File: src/sv/mat4_pkg.sv
// Shared types, constants and fixed-point helpers for the 4x4 matrix unit.
// Used by the controller, the datapath and the top level; no dependencies.
`default_nettype none

package mat4_pkg;

    localparam int DIM       = 4;
    localparam int FRAC_BITS = 16;
    localparam int IDX_W     = 2;
    localparam int CELLS     = DIM * DIM;
    localparam int CELL_W    = $clog2(CELLS);
    localparam int DATA_W    = 32;
    localparam int PROD_W    = 2 * DATA_W;
    localparam int ACC_W     = DATA_W + $clog2(DIM) + 1;

    typedef enum logic [1:0] {
        FUNC_MUL = 2'd0,
        FUNC_ADD = 2'd1,
        FUNC_SUB = 2'd2,
        FUNC_CMP = 2'd3
    } func_t;

    typedef enum logic [1:0] {
        ST_IDLE,
        ST_MUL,
        ST_DRAIN,
        ST_EMIT
    } state_t;

    typedef struct packed {
        logic             store;
        logic             issue;
        logic             acc_clr;
        logic             emit;
        func_t            func;
        logic [IDX_W-1:0] row;
        logic [IDX_W-1:0] col;
        logic [IDX_W-1:0] k;
    } dp_cmd_t;

    typedef struct packed {
        logic out_ready;
    } dp_sts_t;

    function automatic logic [CELL_W-1:0] cell_addr(input logic [IDX_W-1:0] r,
                                                    input logic [IDX_W-1:0] c);
        cell_addr = CELL_W'(int'(r) * DIM + int'(c));
    endfunction

    // Floor shift of a full product, saturated to the 32-bit signed range.
    function automatic logic signed [DATA_W-1:0] sat_prod(
        input logic signed [PROD_W-1:0] p);
        logic signed [PROD_W-1:0] sh;
        sh = p >>> FRAC_BITS;
        if ((&sh[PROD_W-1:DATA_W-1]) || !(|sh[PROD_W-1:DATA_W-1]))
            sat_prod = sh[DATA_W-1:0];
        else if (sh[PROD_W-1])
            sat_prod = {1'b1, {(DATA_W-1){1'b0}}};
        else
            sat_prod = {1'b0, {(DATA_W-1){1'b1}}};
    endfunction

    function automatic logic signed [DATA_W-1:0] sat_acc(
        input logic signed [ACC_W-1:0] v);
        if ((&v[ACC_W-1:DATA_W-1]) || !(|v[ACC_W-1:DATA_W-1]))
            sat_acc = v[DATA_W-1:0];
        else if (v[ACC_W-1])
            sat_acc = {1'b1, {(DATA_W-1){1'b0}}};
        else
            sat_acc = {1'b0, {(DATA_W-1){1'b1}}};
    endfunction

endpackage

`default_nettype wire

File: src/sv/mat4_ctrl.sv
// Sequencer for the 4x4 matrix unit: input handshake, element walk and MAC steps.
// Depends on mat4_pkg; drives the datapath through mat4_pkg::dp_cmd_t.
`default_nettype none

module mat4_ctrl (
    input  wire logic                      clk,
    input  wire logic                      rst_n,
    input  wire logic                      in_valid,
    output logic                           in_stall,
    input  wire logic [1:0]                func,
    input  wire logic                      go,
    input  wire mat4_pkg::dp_sts_t         sts,
    output mat4_pkg::dp_cmd_t              cmd
);

    mat4_pkg::state_t                   state_reg, state_next;
    mat4_pkg::func_t                    func_reg, func_next;
    logic [mat4_pkg::IDX_W-1:0]         row_reg, row_next;
    logic [mat4_pkg::IDX_W-1:0]         col_reg, col_next;
    logic [mat4_pkg::IDX_W-1:0]         k_reg, k_next;
    logic                               accept;
    logic                               at_end;

    always_ff @(posedge clk or negedge rst_n) begin
        if (!rst_n)
        begin
            state_reg <= mat4_pkg::ST_IDLE;
            func_reg  <= mat4_pkg::FUNC_MUL;
            row_reg   <= '0;
            col_reg   <= '0;
            k_reg     <= '0;
        end
        else
        begin
            state_reg <= state_next;
            func_reg  <= func_next;
            row_reg   <= row_next;
            col_reg   <= col_next;
            k_reg     <= k_next;
        end
    end

    always_comb begin
        state_next  = state_reg;
        func_next   = func_reg;
        row_next    = row_reg;
        col_next    = col_reg;
        k_next      = k_reg;
        in_stall    = 1'b1;
        accept      = 1'b0;
        at_end      = (int'(row_reg) == mat4_pkg::DIM - 1)
                      && (int'(col_reg) == mat4_pkg::DIM - 1);
        cmd         = '0;
        cmd.func    = func_reg;
        cmd.row     = row_reg;
        cmd.col     = col_reg;
        cmd.k       = k_reg;

        unique case (state_reg)
            mat4_pkg::ST_IDLE:
            begin
                in_stall  = 1'b0;
                accept    = in_valid;
                cmd.store = accept;
                if (accept && go)
                begin
                    func_next = mat4_pkg::func_t'(func);
                    row_next  = '0;
                    col_next  = '0;
                    k_next    = '0;
                    if (mat4_pkg::func_t'(func) == mat4_pkg::FUNC_MUL)
                        state_next = mat4_pkg::ST_MUL;
                    else
                        state_next = mat4_pkg::ST_EMIT;
                end
            end
            mat4_pkg::ST_MUL:
            begin
                cmd.issue   = 1'b1;
                cmd.acc_clr = (k_reg == '0);
                k_next      = k_reg + 1'b1;
                if (int'(k_reg) == mat4_pkg::DIM - 1)
                    state_next = mat4_pkg::ST_DRAIN;
            end
            mat4_pkg::ST_DRAIN:
            begin
                state_next = mat4_pkg::ST_EMIT;
            end
            mat4_pkg::ST_EMIT:
            begin
                if (sts.out_ready)
                begin
                    cmd.emit = 1'b1;
                    k_next   = '0;
                    if (func_reg == mat4_pkg::FUNC_CMP || at_end)
                    begin
                        state_next = mat4_pkg::ST_IDLE;
                    end
                    else
                    begin
                        if (int'(col_reg) == mat4_pkg::DIM - 1)
                        begin
                            col_next = '0;
                            row_next = row_reg + 1'b1;
                        end
                        else
                        begin
                            col_next = col_reg + 1'b1;
                        end
                        if (func_reg == mat4_pkg::FUNC_MUL)
                            state_next = mat4_pkg::ST_MUL;
                    end
                end
            end
            default:
            begin
                state_next = mat4_pkg::ST_IDLE;
            end
        endcase
    end

endmodule

`default_nettype wire

File: config.mk
export PLATFORM = sky130hd
export DESIGN_NAME = mat4_ctrl
export DESIGN_NICKNAME = d
export VERILOG_FILES = /design/src/sv/mat4_pkg.sv /design/src/sv/mat4_ctrl.sv
export SDC_FILE = /design/constraint.sdc
export NUM_CORES = 1
export LEC_CHECK = 0
export BUFFER_PORTS_ARGS = -buffer_cell sky130_fd_sc_hd__buf_2
export CORE_AREA = 2 2 39 41
export CTS_CLUSTER_DIAMETER = 40
export DETAILED_ROUTE_END_ITERATION = 8
export DIE_AREA = 0 0 41 43
export PLACE_DENSITY = 0.78
export SYNTH_ARGS = -nofsm -noshare
export SYNTH_HDL_FRONTEND = slang
export SYNTH_SLANG_ARGS = --single-unit
File: constraint.sdc
create_clock -name clk -period 4.7 [get_ports clk]
set_clock_uncertainty 0.05 [all_clocks]
set_input_delay 0.47 -clock clk [delete_from_list [all_inputs] [get_ports clk]]
set_output_delay 0.47 -clock clk [all_outputs]
set_load 0.1 [all_outputs]
[Word-level counts from Yosys, hierarchy flattened]
Index checks and enable logic that the tools add are counted.
Word-level totals
  bits in registers: 10
  bits in latches: 0
  memory bits (writable): 0
  memory bits (read-only): 0
  input bits: 7
  output and inout bits: 13
  word-level logic and storage cells: 58
  memories: 0
Cells by class
  add/subtract/negate cells: 3
  multiply operators: 0
  div/mod/pow operators: 0
  magnitude comparators: 0
  equality and inequality tests: 13
  shift-type cells: 0
  multiplexer cells: 23
  bitwise logic cells: 0
  reductions and logical operators: 14
Operator list (count)
  $mux 2: 15
  $ne 2x2->1 const B: 5
  $eq 2x1->1 const B: 4
  $logic_not 2->1: 4
  $pmux 2 s2: 2
  $pmux 2 s4: 1
  $reduce_and 4->1: 2
  $add 2x1->2 const B: 3
  $eq 2x2->1 const B: 3
  $pmux 2 s3: 1
  $reduce_and 5->1: 1
  $mux 1: 4
  $ne 3x3->1 const B: 1
  $reduce_and 3->1: 1
  $reduce_bool 3->1: 1
  $logic_and 1x1->1: 2
  $reduce_and 2->1: 1
  $reduce_bool 2->1: 1
  $logic_or 1x1->1: 1

[Logic depth before layout (Yosys ltp)]
  depth after elaboration: 6
  mapped depth: 6
  mapped depth without buffers: 6

[Worst setup path after synthesis]
No wires, ideal clock.
  kind: reg-to-output
  start: register state_reg[1]
  end: output cmd[9] (netlist bit)
  arrival: 2195 ps
  data required time: 4180 ps
  slack: 1985 ps
  cell stages (with the launch flop): 4
  path buffers: 0
  path through: dfrtp_1 inv_1 ha_1 and2_1
RTL lines
  start, declared: RTL line mat4_ctrl.sv:16  | mat4_pkg::state_t state_reg, state_next;
  start signal, assigned: RTL line mat4_ctrl.sv:27  | state_reg <= mat4_pkg::ST_IDLE;
  start signal, assigned: RTL line mat4_ctrl.sv:35  | state_reg <= state_next;
  end, declared: RTL line mat4_ctrl.sv:13  | output mat4_pkg::dp_cmd_t cmd

==> flow_metrics.tcl <==
set metrics [dict create \
    drive_gt1_frac 0.315 \
    antenna_cells 0 \
    use_met1 0.223 \
    post_cts_resized 0 \
    grt_max_degree 11 \
    drtIter0Drc 3 \
    io_buffers 19 \
    holdBufCountCts 0 \
    synth_area_leader_cell "dfrtp_1" \
    final_cell_area_um2 807 \
    layout_common_cells "buf_2 (19), dfrtp_1 (10), nand2_1 (9)" \
    cts_tree "yes" \
    grt_pass1_vias 551 \
    required_ns 4.18 \
    post_cts_buffers 0 \
    syn_area_um2 669 \
    fp-row-count 14 \
    drt-total-wl_mm 1.25 \
    grt_util_met2 0.303 \
    viasPerCell 5.30 \
    finalCritPeriodShare 0.460 \
    synth_flop_cell "dfrtp_1" \
    syn_nets 82 \
    synth_seq_cells 10 \
    layout_commonest_cell "buf_2" \
    syn_to_final_growth_pct 20.6 \
    startpoint_type "flop" \
    drv_slew 0 \
    dr_total_vias 556 \
    critPathCapture "cmd[11]" \
    ios 20 \
    reg2reg_depth 6 \
    slew_headroom 0.678 \
    cp_slowest_cell "buf_2" \
    synth_edf_count 0 \
    reg2reg_slack_ns 3.03 \
    grt_usage 0.192 \
    clock_latency_ns 0.25 \
    path_class "flop to primary output" \
    hold_slack_ns 0.00960 \
    first_pass_iters 4 \
    synth_cell_type_count 26 \
    cts.clk_slew.worst_paths_ns 0.06 \
    hold_viol_final 0 \
    endpoint_kind "primary output" \
    hold_class "input port to asynchronous set/reset pin" \
    grt_pass1_wl_mm 2.29 \
    post_synth_inst_count 67 \
    yosysWarnings 0 \
    cts_made_buffers 3 \
    dp_hpwl_mm 1.03 \
    clock_path_buffers 2 \
    r2r_start "state_reg[0]" \
    grt_overflow 0 \
    cpPeakStageDelay_ns 0.43 \
    drtAntennaViolNets 0 \
    yosysSeqAreaShare 0.374 \
    grt_util_met3 0.0942 \
    maxCapViolations 0 \
    ys_async_sr_fraction 1.00 \
    tightest_slew_ns 0.487 \
    busiest_layer "met2" \
    syn_avg_cell_area_um2 9.99 \
    period_needed_ns 2.16 \
    core_area_um2 1380 \
    die_y_um 43 \
    yosys.area.top_type_share 0.374 \
    setup_violations 0 \
    numClockSinks 10 \
    floorplan.initialDensity 0.484 \
    synth_area_leaders "dfrtp_1 (37%), ha_1 (15%), nand2_1 (5.0%), mux2i_1 (4.5%), and2_1 (3.7%)" \
    worstPathArrival_ns 1.64 \
    status "finished clean" \
    die_area_um2 1760 \
    num-nets-final 106 \
    crit_fanout 6 \
    cts_root_buf "clkbuf_4" \
    placed_cell_area_um2 785 \
    gp_congestion 0.752 \
    rsz0062_at_grt "no" \
    htreeDepth 1 \
    finalSetupTns_ns 0 \
    wire_per_inst_um 11.9 \
    die_x_um 41 \
    antenna_found_initial 0 \
    clock.fmax_ghz 0.463 \
    drc 0 \
    r2r-end "col_reg[0]" \
    cp-startpoint "state_reg[0]" \
    cp_cell_sequence "inv_1, ha_1, and2_1, buf_2" \
]
## routing by layer
layer	routed length, um	up-vias	share of wire
met3	73	2	0.058
li1	-	280	-
met5	0	-	0
met1	513	261	0.41
met2	655	13	0.52
met4	6	0	0.0048
## cells in the mapped netlist, types with 2 or more instances
| cell | count |
|---|---|
| a21oi_1 | 2 |
| ha_1 | 8 |
| inv_1 | 6 |
| mux2_2 | 2 |
| dfrtp_1 | 10 |
| o21ai_0 | 4 |
| nand4_1 | 2 |
| mux2i_1 | 3 |
| nor2b_1 | 2 |
| and2_1 | 4 |
| nand2_1 | 9 |
## stage by stage
| step | instances | worst slack, ns | util |
|---|---|---|---|
| floorplan | 67 | 1.98 | - |
| global placement | 102 | 2.86 | 0.567 |
| detailed placement | 102 | 2.83 | 0.567 |
| CTS | 105 | 2.54 | 0.583 |
| global route | 105 | 2.41 | 0.583 |
| finish | 105 | 2.54 | 0.583 |
## worst min path at each step
| stage | depth (start not counted) | start | end | slack (ns) |
|---|---|---|---|---|
| final | 1 | rst_n | k_reg[0] | 0.01 |
| after global routing | 1 | rst_n | k_reg[1] | 0.02 |
| after CTS | 1 | rst_n | k_reg[1] | 0.01 |
| after detailed placement | 1 | rst_n | col_reg[1] | 0.29 |
| after global placement | 1 | rst_n | col_reg[0] | 0.29 |
| after floorplan | 0 | rst_n | col_reg[0] | 0.12 |
## cell type report
cell class,count,area (um^2)
Fill cell,120,577
Multi-Input combinational cell,51,397
Sequential cell,10,250
Timing Repair Buffer,19,95.1
Clock buffer,3,22.5
Inverter,6,22.5
Tap cell,16,20.0
## logic make-up (layout without fill, tap and decap cells)
| group | count (synthesis) | after routing | share of synthesized area |
|---|---|---|---|
| AND/OR/NAND/NOR | 23 | 23 | 0.174 |
| AO/OA/AOI/OAI | 13 | 13 | 0.155 |
| XOR/XNOR | 1 | 1 | 0.0131 |
| adder cells (fa/ha/maj) | 8 | 8 | 0.150 |
| buffers and inverters | 6 | 28 | 0.0336 |
| flip-flops | 10 | 10 | 0.374 |
| multiplexers | 6 | 6 | 0.101 |
## critical path, delay by kind of cell (launching register included)
family | cells | cell delay, ns
DFF | 1 | 0.39
buffers and inverters | 2 | 0.56
adders and majority gates | 1 | 0.26
and+or+nand+nor | 1 | 0.17
Power is left out: the tool's default activity adds up to more than one toggle a clock period on the data nets, which glitch-free logic cannot reach.
